===== src/ssds_pkg.sv =====
// Shared types, codes and the segment font for the display serialiser.
`default_nettype none

package ssds_pkg;

    // Command codes carried on op
    typedef enum logic [1:0] {
        OP_CHAR   = 2'd0,
        OP_BRIGHT = 2'd1,
        OP_LED    = 2'd2,
        OP_RAW    = 2'd3
    } op_t;

    // One decoded frame: two bytes and the display line to select
    typedef struct packed {
        logic [7:0] address;
        logic [7:0] data;
        logic       line;
    } frame_t;

    // Serialiser sequencer states
    typedef enum logic [2:0] {
        S_IDLE  = 3'd0,
        S_START = 3'd1,
        S_BIT   = 3'd2,
        S_ACK   = 3'd3,
        S_STOP  = 3'd4
    } back_state_t;

    localparam logic [7:0] DIGIT_BASE_ADDR = 8'h68;
    localparam logic [7:0] BRIGHT_ADDR     = 8'h48;
    localparam logic [7:0] LED_ADDR        = 8'h6E;
    localparam logic [7:0] DOT_BIT         = 8'h80;
    localparam logic [7:0] FONT_FIRST      = 8'd48;
    localparam logic [7:0] FONT_LAST       = 8'd91;
    localparam logic [7:0] PERIOD_CHAR     = 8'd46;
    localparam int         FONT_SIZE       = 44;

    localparam logic [7:0] FONT [FONT_SIZE] = '{
        8'h3F, 8'h06, 8'h5B, 8'h4F, 8'h66, 8'h6D, 8'h7D, 8'h07, 8'h7F, 8'h6F,
        8'h00, 8'h00, 8'h00, 8'h40, 8'h00, 8'h00, 8'h00,
        8'h77, 8'h7C, 8'h39, 8'h5E, 8'h79, 8'h71, 8'h3D, 8'h74, 8'h30, 8'h1E,
        8'h70, 8'h38, 8'h37, 8'h54, 8'h5C, 8'h73, 8'h67, 8'h50, 8'h2D, 8'h78,
        8'h3E, 8'h1C, 8'h14, 8'h76, 8'h6E, 8'h1B, 8'h40
    };

endpackage

`default_nettype wire


===== src/ssds_front.sv =====
// Command decoder: turns a display command into an address byte, a data byte and a line.
`default_nettype none

module ssds_front
    import ssds_pkg::*;
(
    input  wire logic [1:0] op,
    input  wire logic       display_select,
    input  wire logic [1:0] position,
    input  wire logic [7:0] char_code,
    input  wire logic       dot,
    input  wire logic [7:0] level,
    input  wire logic [7:0] raw_address,
    input  wire logic [7:0] raw_data,
    output frame_t          frame
);

    logic [5:0] font_offset;
    logic       in_font;
    logic [7:0] segments;
    logic       dot_on;

    assign font_offset = 6'(char_code - FONT_FIRST);
    assign in_font     = (char_code >= FONT_FIRST) && (char_code <= FONT_LAST);

    always_comb
    begin
        segments = in_font ? FONT[font_offset] : 8'h00;
        // a period shows blank with the point lit
        dot_on   = dot || (char_code == PERIOD_CHAR);
        if (char_code == PERIOD_CHAR)
        begin
            segments = 8'h00;
        end

        frame.line = display_select;
        case (op_t'(op))
            OP_CHAR:
            begin
                frame.address = DIGIT_BASE_ADDR + {5'd0, position, 1'b0};
                frame.data    = segments | (dot_on ? DOT_BIT : 8'h00);
            end
            OP_BRIGHT:
            begin
                frame.address = BRIGHT_ADDR;
                frame.data    = (level == 8'd0) ? 8'h00 : {1'b0, level[2:0], 4'b0001};
            end
            OP_LED:
            begin
                frame.address = LED_ADDR;
                frame.data    = raw_data;
                frame.line    = 1'b1;
            end
            default:
            begin
                frame.address = raw_address;
                frame.data    = raw_data;
            end
        endcase
    end

endmodule

`default_nettype wire


===== src/ssds_queue.sv =====
// Small frame queue between the decoder and the serialiser.
`default_nettype none

module ssds_queue
    import ssds_pkg::*;
#(
    parameter int DEPTH = 2
)
(
    input  wire logic   clk,
    input  wire logic   rst_n,
    input  wire logic   push,
    input  frame_t      push_frame,
    output logic        full,
    input  wire logic   pop,
    output logic        not_empty,
    output frame_t      head
);

    localparam int PTR_W = (DEPTH > 1) ? $clog2(DEPTH) : 1;
    localparam int CNT_W = $clog2(DEPTH + 1);

    frame_t             entry_reg [DEPTH];
    logic [PTR_W-1:0]   wr_ptr_reg;
    logic [PTR_W-1:0]   rd_ptr_reg;
    logic [CNT_W-1:0]   count_reg;
    logic [PTR_W-1:0]   wr_ptr_next;
    logic [PTR_W-1:0]   rd_ptr_next;
    logic [CNT_W-1:0]   count_next;
    logic               do_push;
    logic               do_pop;

    assign full      = (count_reg == CNT_W'(DEPTH));
    assign not_empty = (count_reg != '0);
    assign head      = entry_reg[rd_ptr_reg];
    assign do_push   = push && !full;
    assign do_pop    = pop && not_empty;

    always_comb
    begin
        wr_ptr_next = wr_ptr_reg;
        rd_ptr_next = rd_ptr_reg;
        count_next  = count_reg;
        if (do_push)
        begin
            wr_ptr_next = (wr_ptr_reg == PTR_W'(DEPTH - 1)) ? '0 : wr_ptr_reg + 1'b1;
        end
        if (do_pop)
        begin
            rd_ptr_next = (rd_ptr_reg == PTR_W'(DEPTH - 1)) ? '0 : rd_ptr_reg + 1'b1;
        end
        if (do_push && !do_pop)
        begin
            count_next = count_reg + 1'b1;
        end
        else if (do_pop && !do_push)
        begin
            count_next = count_reg - 1'b1;
        end
    end

    always_ff @(posedge clk or negedge rst_n)
    begin
        if (!rst_n)
        begin
            wr_ptr_reg <= '0;
            rd_ptr_reg <= '0;
            count_reg  <= '0;
        end
        else
        begin
            wr_ptr_reg <= wr_ptr_next;
            rd_ptr_reg <= rd_ptr_next;
            count_reg  <= count_next;
        end
    end

    always_ff @(posedge clk)
    begin
        if (do_push)
        begin
            entry_reg[wr_ptr_reg] <= push_frame;
        end
    end

    a_count_bound: assert property (@(posedge clk) disable iff (!rst_n)
        count_reg <= CNT_W'(DEPTH))
        else $error("queue count beyond depth");

    a_pop_only_when_filled: assert property (@(posedge clk) disable iff (!rst_n)
        pop |-> not_empty)
        else $error("queue popped while empty");

    a_push_fills: assert property (@(posedge clk) disable iff (!rst_n)
        do_push && !do_pop |=> not_empty)
        else $error("queue empty after a push");

endmodule

`default_nettype wire


===== src/ssds_back.sv =====
// Line sequencer: plays a queued frame out as clock and data line steps.
`default_nettype none

module ssds_back
    import ssds_pkg::*;
(
    input  wire logic   clk,
    input  wire logic   rst_n,
    input  wire logic   q_valid,
    input  frame_t      q_frame,
    output logic        q_pop,
    output logic        out_valid,
    input  wire logic   out_stall,
    output logic        clock_level,
    output logic        data_level,
    output logic        line_select,
    output logic        last_step
);

    back_state_t  state_reg, state_next;
    logic [1:0]   sub_reg, sub_next;
    logic [2:0]   bit_reg, bit_next;
    logic         byte_reg, byte_next;
    logic [15:0]  shift_reg, shift_next;
    logic         line_reg, line_next;
    logic         clk_reg, clk_next;
    logic         dat_reg, dat_next;
    logic         valid_reg, valid_next;
    logic         last_reg, last_next;
    logic         advance;

    // the output register may take a new step when empty or being drained
    assign advance     = !valid_reg || !out_stall;
    assign out_valid   = valid_reg;
    assign clock_level = clk_reg;
    assign data_level  = dat_reg;
    assign line_select = line_reg;
    assign last_step   = last_reg;

    always_comb
    begin
        state_next = state_reg;
        sub_next   = sub_reg;
        bit_next   = bit_reg;
        byte_next  = byte_reg;
        shift_next = shift_reg;
        line_next  = line_reg;
        clk_next   = clk_reg;
        dat_next   = dat_reg;
        valid_next = valid_reg;
        last_next  = last_reg;
        q_pop      = 1'b0;
        if (advance)
        begin
            valid_next = 1'b1;
            last_next  = 1'b0;
            case (state_reg)
                S_IDLE:
                begin
                    if (q_valid)
                    begin
                        // first start step: data high, clock holds its level
                        q_pop      = 1'b1;
                        shift_next = {q_frame.address, q_frame.data};
                        line_next  = q_frame.line;
                        dat_next   = 1'b1;
                        state_next = S_START;
                        sub_next   = 2'd1;
                    end
                    else
                    begin
                        valid_next = 1'b0;
                    end
                end
                S_START:
                begin
                    case (sub_reg)
                        2'd1:
                        begin
                            clk_next = 1'b1;
                            sub_next = 2'd2;
                        end
                        2'd2:
                        begin
                            dat_next = 1'b0;
                            sub_next = 2'd3;
                        end
                        default:
                        begin
                            clk_next   = 1'b0;
                            state_next = S_BIT;
                            sub_next   = 2'd0;
                            bit_next   = 3'd0;
                            byte_next  = 1'b0;
                        end
                    endcase
                end
                S_BIT:
                begin
                    case (sub_reg)
                        2'd0:
                        begin
                            dat_next = shift_reg[15];
                            sub_next = 2'd1;
                        end
                        2'd1:
                        begin
                            clk_next = 1'b1;
                            sub_next = 2'd2;
                        end
                        default:
                        begin
                            clk_next   = 1'b0;
                            shift_next = {shift_reg[14:0], 1'b0};
                            sub_next   = 2'd0;
                            if (bit_reg == 3'd7)
                            begin
                                state_next = S_ACK;
                            end
                            else
                            begin
                                bit_next = bit_reg + 3'd1;
                            end
                        end
                    endcase
                end
                S_ACK:
                begin
                    // dummy acknowledge clock; data keeps the last bit
                    if (sub_reg == 2'd0)
                    begin
                        clk_next = 1'b1;
                        sub_next = 2'd1;
                    end
                    else
                    begin
                        clk_next = 1'b0;
                        sub_next = 2'd0;
                        if (!byte_reg)
                        begin
                            byte_next  = 1'b1;
                            bit_next   = 3'd0;
                            state_next = S_BIT;
                        end
                        else
                        begin
                            state_next = S_STOP;
                        end
                    end
                end
                S_STOP:
                begin
                    case (sub_reg)
                        2'd0:
                        begin
                            dat_next = 1'b0;
                            sub_next = 2'd1;
                        end
                        2'd1:
                        begin
                            clk_next = 1'b1;
                            sub_next = 2'd2;
                        end
                        default:
                        begin
                            dat_next   = 1'b1;
                            last_next  = 1'b1;
                            sub_next   = 2'd0;
                            state_next = S_IDLE;
                        end
                    endcase
                end
                default:
                begin
                    valid_next = 1'b0;
                    state_next = S_IDLE;
                    sub_next   = 2'd0;
                end
            endcase
        end
    end

    always_ff @(posedge clk or negedge rst_n)
    begin
        if (!rst_n)
        begin
            state_reg <= S_IDLE;
            sub_reg   <= 2'd0;
            bit_reg   <= 3'd0;
            byte_reg  <= 1'b0;
            line_reg  <= 1'b0;
            clk_reg   <= 1'b0;
            dat_reg   <= 1'b1;
            valid_reg <= 1'b0;
            last_reg  <= 1'b0;
        end
        else
        begin
            state_reg <= state_next;
            sub_reg   <= sub_next;
            bit_reg   <= bit_next;
            byte_reg  <= byte_next;
            line_reg  <= line_next;
            clk_reg   <= clk_next;
            dat_reg   <= dat_next;
            valid_reg <= valid_next;
            last_reg  <= last_next;
        end
    end

    always_ff @(posedge clk)
    begin
        shift_reg <= shift_next;
    end

    a_stop_release: assert property (@(posedge clk) disable iff (!rst_n)
        valid_reg && last_reg |-> clk_reg && dat_reg && (state_reg == S_IDLE))
        else $error("last step is not a stop release");

    a_frame_opens: assert property (@(posedge clk) disable iff (!rst_n)
        q_pop |=> valid_reg && dat_reg && !last_reg && (state_reg == S_START))
        else $error("frame did not open with data high");

    a_one_line_moves: assert property (@(posedge clk) disable iff (!rst_n)
        (clk_reg != $past(clk_reg)) |-> (dat_reg == $past(dat_reg)))
        else $error("clock and data changed in the same step");

    a_data_steady_clock_high: assert property (@(posedge clk) disable iff (!rst_n)
        (state_reg == S_BIT || state_reg == S_ACK) && $past(clk_reg) && clk_reg
            |-> $stable(dat_reg))
        else $error("data moved while clock high inside a byte");

endmodule

`default_nettype wire


===== src/seven_segment_display_serializer_unit.sv =====
// A command is queued first; the sequencer registers its first step once it is free.
// A frame is 59 line steps, one per cycle from the sequencer unless the output stalls.
// A queue of QUEUE_DEPTH frames lets commands be taken while a frame is being played out.
// Back-to-back frames follow each other with no idle step when the output is not stalled.
// Reset: queue empty, output invalid, clock line low, data line high, top line selected.
`default_nettype none

module seven_segment_display_serializer_unit
    import ssds_pkg::*;
#(
    parameter int QUEUE_DEPTH = 2
)
(
    input  wire logic       clk,
    input  wire logic       rst_n,
    input  wire logic       in_valid,
    output logic            in_stall,
    input  wire logic [1:0] op,
    input  wire logic       display_select,
    input  wire logic [1:0] position,
    input  wire logic [7:0] char_code,
    input  wire logic       dot,
    input  wire logic [7:0] level,
    input  wire logic [7:0] raw_address,
    input  wire logic [7:0] raw_data,
    output logic            out_valid,
    input  wire logic       out_stall,
    output logic            clock_level,
    output logic            data_level,
    output logic            line_select,
    output logic            last_step
);

    frame_t decoded;
    frame_t head;
    logic   full;
    logic   not_empty;
    logic   pop;

    assign in_stall = full;

    ssds_front u_front (
        .op             (op),
        .display_select (display_select),
        .position       (position),
        .char_code      (char_code),
        .dot            (dot),
        .level          (level),
        .raw_address    (raw_address),
        .raw_data       (raw_data),
        .frame          (decoded)
    );

    ssds_queue #(
        .DEPTH (QUEUE_DEPTH)
    ) u_queue (
        .clk        (clk),
        .rst_n      (rst_n),
        .push       (in_valid),
        .push_frame (decoded),
        .full       (full),
        .pop        (pop),
        .not_empty  (not_empty),
        .head       (head)
    );

    ssds_back u_back (
        .clk         (clk),
        .rst_n       (rst_n),
        .q_valid     (not_empty),
        .q_frame     (head),
        .q_pop       (pop),
        .out_valid   (out_valid),
        .out_stall   (out_stall),
        .clock_level (clock_level),
        .data_level  (data_level),
        .line_select (line_select),
        .last_step   (last_step)
    );

endmodule

`default_nettype wire


===== config.mk =====
export PLATFORM = sky130hd
export DESIGN_NAME = seven_segment_display_serializer_unit
export DESIGN_NICKNAME = d
export VERILOG_FILES = /design/src/ssds_pkg.sv /design/src/ssds_front.sv /design/src/ssds_queue.sv /design/src/ssds_back.sv /design/src/seven_segment_display_serializer_unit.sv
export SDC_FILE = /design/constraint.sdc
export NUM_CORES = 1
export LEC_CHECK = 0
export BUFFER_PORTS_ARGS = -buffer_cell sky130_fd_sc_hd__buf_4
export CORE_MARGIN = 5
export CORE_UTILIZATION = 50
export DETAILED_ROUTE_END_ITERATION = 8
export PLACE_DENSITY = 0.79
export SLEW_MARGIN = 15
export SYNTH_ARGS = -nofsm -noshare
export SYNTH_HDL_FRONTEND = slang
export SYNTH_SLANG_ARGS = --single-unit

===== constraint.sdc =====
create_clock -name clk -period 3.05 [get_ports clk]
set_input_delay 0.7625 -clock clk [delete_from_list [all_inputs] [get_ports clk]]
set_output_delay 0.7625 -clock clk [all_outputs]
set_load 0.1 [all_outputs]

==> impl.org <==
** Run status
- The flow ran to the end, and the final reports show no timing, DRC or antenna violations.

** STA
- Unrepaired setup endpoints after global routing :: false
- Of the available clock period, the critical path in the final layout requires between 70% and 80%.
- Final hold viol count :: 0
- Total Neg Setup Slack :: 0 ns
- Measured against its own limit, the worst slew margin works out to between 30% and 40%.
- Crit path time final :: between 2 and 2.5 ns
- Final-report max-slew violation count :: 0
- Between clock sinks in the finished design, the worst skew comes to about 0.0067 ns.
- Final count of negative-setup-slack endpoints :: 0
- For the pin with the worst max-slew slack, the measured transition is roughly 0.97 ns.
- Static timing analysis puts the maximum clock frequency at ~0.43 GHz.

** Place
- The wire-length estimate of the detail-placed layout is about 5.8 mm.
- Number of I/O port buffers :: 47
- In this run, placement finished with an instance count of 503.
- Routability-driven placement congestion ratio :: 0.8703

** Yosys
- By count the netlist is led by edfxtp_1, nand2_1, o21ai_0.
- Most used DFF post-synth :: edfxtp_1
- Async set-or-reset flop fraction in the synthesized netlist :: 26.47%
- By area the synthesized netlist is led by edfxtp_1, dfrtp_1, ha_1.
- Each instance of the synthesized netlist takes up on average between 10 and 15 µm².
- Count of flip-flops with a built-in enable after synthesis :: 50
- Summed over its instances, the top area cell type makes up between 30% and 40% of the synthesized netlist area.
- In the post-synthesis netlist, the cell with the most instances is edfxtp_1.
- Counting distinct cell types in the post-synthesis netlist gives roughly 60.
- The mapped netlist covers ~3900 µm².
- Count of synthesis-stage warnings from yosys :: 0
- The share of the Yosys chip area taken by registers is 50.18%.
- The biggest area contributor in the post-synthesis netlist is edfxtp_1.
- In this run, synthesis produced a sequential element count of just under 70.
- Number of standard cells after synthesis :: around 380
- Syn_nets :: ~440

** Final layout
- Total number of nets in the final design :: about 470
- 0 antenna diodes ended up in the layout.
- Layout cells sized above 1 :: a little under a fifth
- Largest register FFs :: 34
- The area growth from synthesis to layout is 14.40%.
- Leaving out filler cells and counting taps, the final layout contains around 520.

** Worst setup path
- On the worst path, the slowest cell contributes a delay of around 0.52 ns.
- Across all register-to-register paths, the minimum setup slack is 1.08 ns.
- Crit-path cells :: buf_4 > inv_1 > ha_1 > nand2_1 > a311oi_1 > or4_1 > o221ai_1
- STA puts the critical path data required time at 3.21 ns.
- The critical path starts at char_code[4].
- The worst register-to-register path ends at u_back.bit_reg[0].
- The setup path with the least slack is of type in -> reg.
- Startpoint of the most critical register-to-register path :: u_back.sub_reg[0]
- The worst setup path is captured at a register.
- Data on the critical path arrives at its endpoint at about 2.5 ns.
- Counting cells, the worst reg-to-reg path comes to 6.
- CP startpoint kind :: input pin
- Top fanout value on the critical path :: 13
- Critical path endpoint :: u_queue.entry_reg[0][1]
- Critical-path cell with the highest stage delay :: or4_1

** Clock network
- Clock-pin slew of the registers on the worst-case setup and hold paths :: around 0.07 ns
- Count of cells resized by post-cts repair :: 0
- After clock tree synthesis, the flow added hold-fix buffers numbering 0.
- The clock passes through at most 2 buffers.
- Number of buffers inserted during clock tree synthesis :: 9
- TritonCTS built the clock tree.
- For this design, the sink count on the clock tree is 68.
- The clock tree synthesis step divided the H-tree into 3 levels.
- Buffer type at the clock tree root :: clkbuf_8
- Latest clock arrival within the worst-skew pair :: 0.34 ns
- In this run the post-CTS setup repair buffer count came out at 0.

** GRT
- Via count of the first global-routing pass :: between 2000 and 3000
- The total overflow left after global routing is 0.
- Initial antenna violation count :: 0
- Wire length of the first global-routing pass :: 12.79 mm
- Entering global routing, the biggest net connects 35 pins.
- For this run, the total global-route usage over all layers was measured as about 16%.

** Detailed routing
- In this run, the number of DRC markers left after iteration 0 of detailed routing was around 160.
- Aggregate routed wire length :: slightly below 8 mm
- Average wire length per cell after detail routing :: between 10 and 15 µm
- Iteration count of the initial detailed-routing pass :: 5
- Via count of the routed design :: around 2900
- In this run the remaining antenna-violating nets after routing total 0.
- For this run, design rule violations remaining after detail routing come to 0.
- Vias per std cell :: between 5 and 6

** Pwr
- VDD sags by at most 403.2 µV.
- The analysis attributes to cell leakage a power of between 1.5 and 2 nW.
- Power density cells :: between 800 and 900 nW/µm²

** Die
- Measured along the x axis, the die boundary spans around 100 µm.
- Once the floorplan was initialized, standard cells occupied 50.90% of the core.
- From bottom edge to top edge, the die measures 98.23 µm.
- Area of the die :: 9649 µm²
- Standard-cell row count :: 32
- After floorplanning, the core was sized to cover roughly 7600 µm².
- In this run the count of I/O pins placed on the die edge is 48.

** Job
- The tool flagged a number of max-cap violations equal to 0.

** Worst hold path
- Class of the most critical hold timing path :: in -> async
-- how the worst min path moves through the flow --
stage                             startpoint                    to  slack (ns)  cells past startpoint
final                                  rst_n      u_back.out_valid        0.28                      1
after global routing                   rst_n   u_back.state_reg[0]        0.29                      1
after global placement    u_back.line_select    u_back.line_select        0.48                      2
after detailed placement  u_back.line_select    u_back.line_select        0.47                      2
after CTS                              rst_n  u_queue.count_reg[0]        0.27                      1
after floorplan           u_queue.wr_ptr_reg    u_queue.wr_ptr_reg        0.46                      1
-- cell families after synthesis --
kind of cell    share of synthesized area (%)
flops                                   50.18
xor+xnor                                1.125
simple gates                            14.08
buf+inv                                 5.143
fa+ha+maj                               5.786
compound gates                          17.68
mux                                     6.011
-- stage by stage --
| step | hold WS (ns) | worst slack [ns] | util [%] | instance area [µm²] | power (W) |
|---|---|---|---|---|---|
| 4_1_cts | 0.2671 | 0.7470 | 58.23 | 4453 | 0.003797 |
| 6_report | 0.2796 | 0.7038 | 58.23 | 4453 | 0.003767 |
| 5_1_grt | 0.2868 | 0.6133 | 58.23 | 4453 | 0.004027 |
| 3_5_place_dp | 0.4750 | 0.3955 | 55.74 | 4263 | 0.003092 |
| 2_1_floorplan | 0.4608 | 0.2914 | - | 3892 | 0.002746 |
| 3_3_place_gp | 0.4761 | 0.4484 | 55.74 | 4263 | 0.003050 |
-- where the power goes --
group	leakage, nW	internal, W	switching, W
clock	0.101	0.000374	0.000330
sequential	0.680	0.00138	0.000238
combinational	1.03	0.000545	0.000900
-- metal layers --
layer	track usage (%)	share of wire (%)
met5	0	0
met2	27.43	50
met1	20.76	43
met4	6.197	2.1
met3	3.286	4.2
-- worst max-delay path, delay by kind of cell --
family	cells	cell delay, ns
compound gates	2	0.29
fa+ha+maj	1	0.48
buf+inv	2	0.27
simple gates	2	0.70
-- placed cells by master (no fill, tap or decap), drive strengths merged, types with 4 or more instances in the layout --
cell type / instances
a211oi: 7
o21ai: 35
nor2b: 5
ha: 18
mux2i: 20
clkbuf: 9
dfrtp: 17
buf: 50
and3: 5
a21oi: 22
nor2: 19
edfxtp: 50
nand2b: 10
o211ai: 5
o31ai: 4
a31oi: 5
clkinv: 5
o22ai: 4
a22oi: 4
nand2: 49
inv: 19
nor3: 9
-- final cells by class --
class	instances	area (µm²)
fill	617	3194
sequential	68	1953
multi-input combinational	265	1739
timing repair buffer	50	375.4
tap	102	127.6
clock buffer	9	123.9
inverter	18	67.56
clock inverter	7	66.31
No activity file was read; power rests on OpenSTA's default activity.
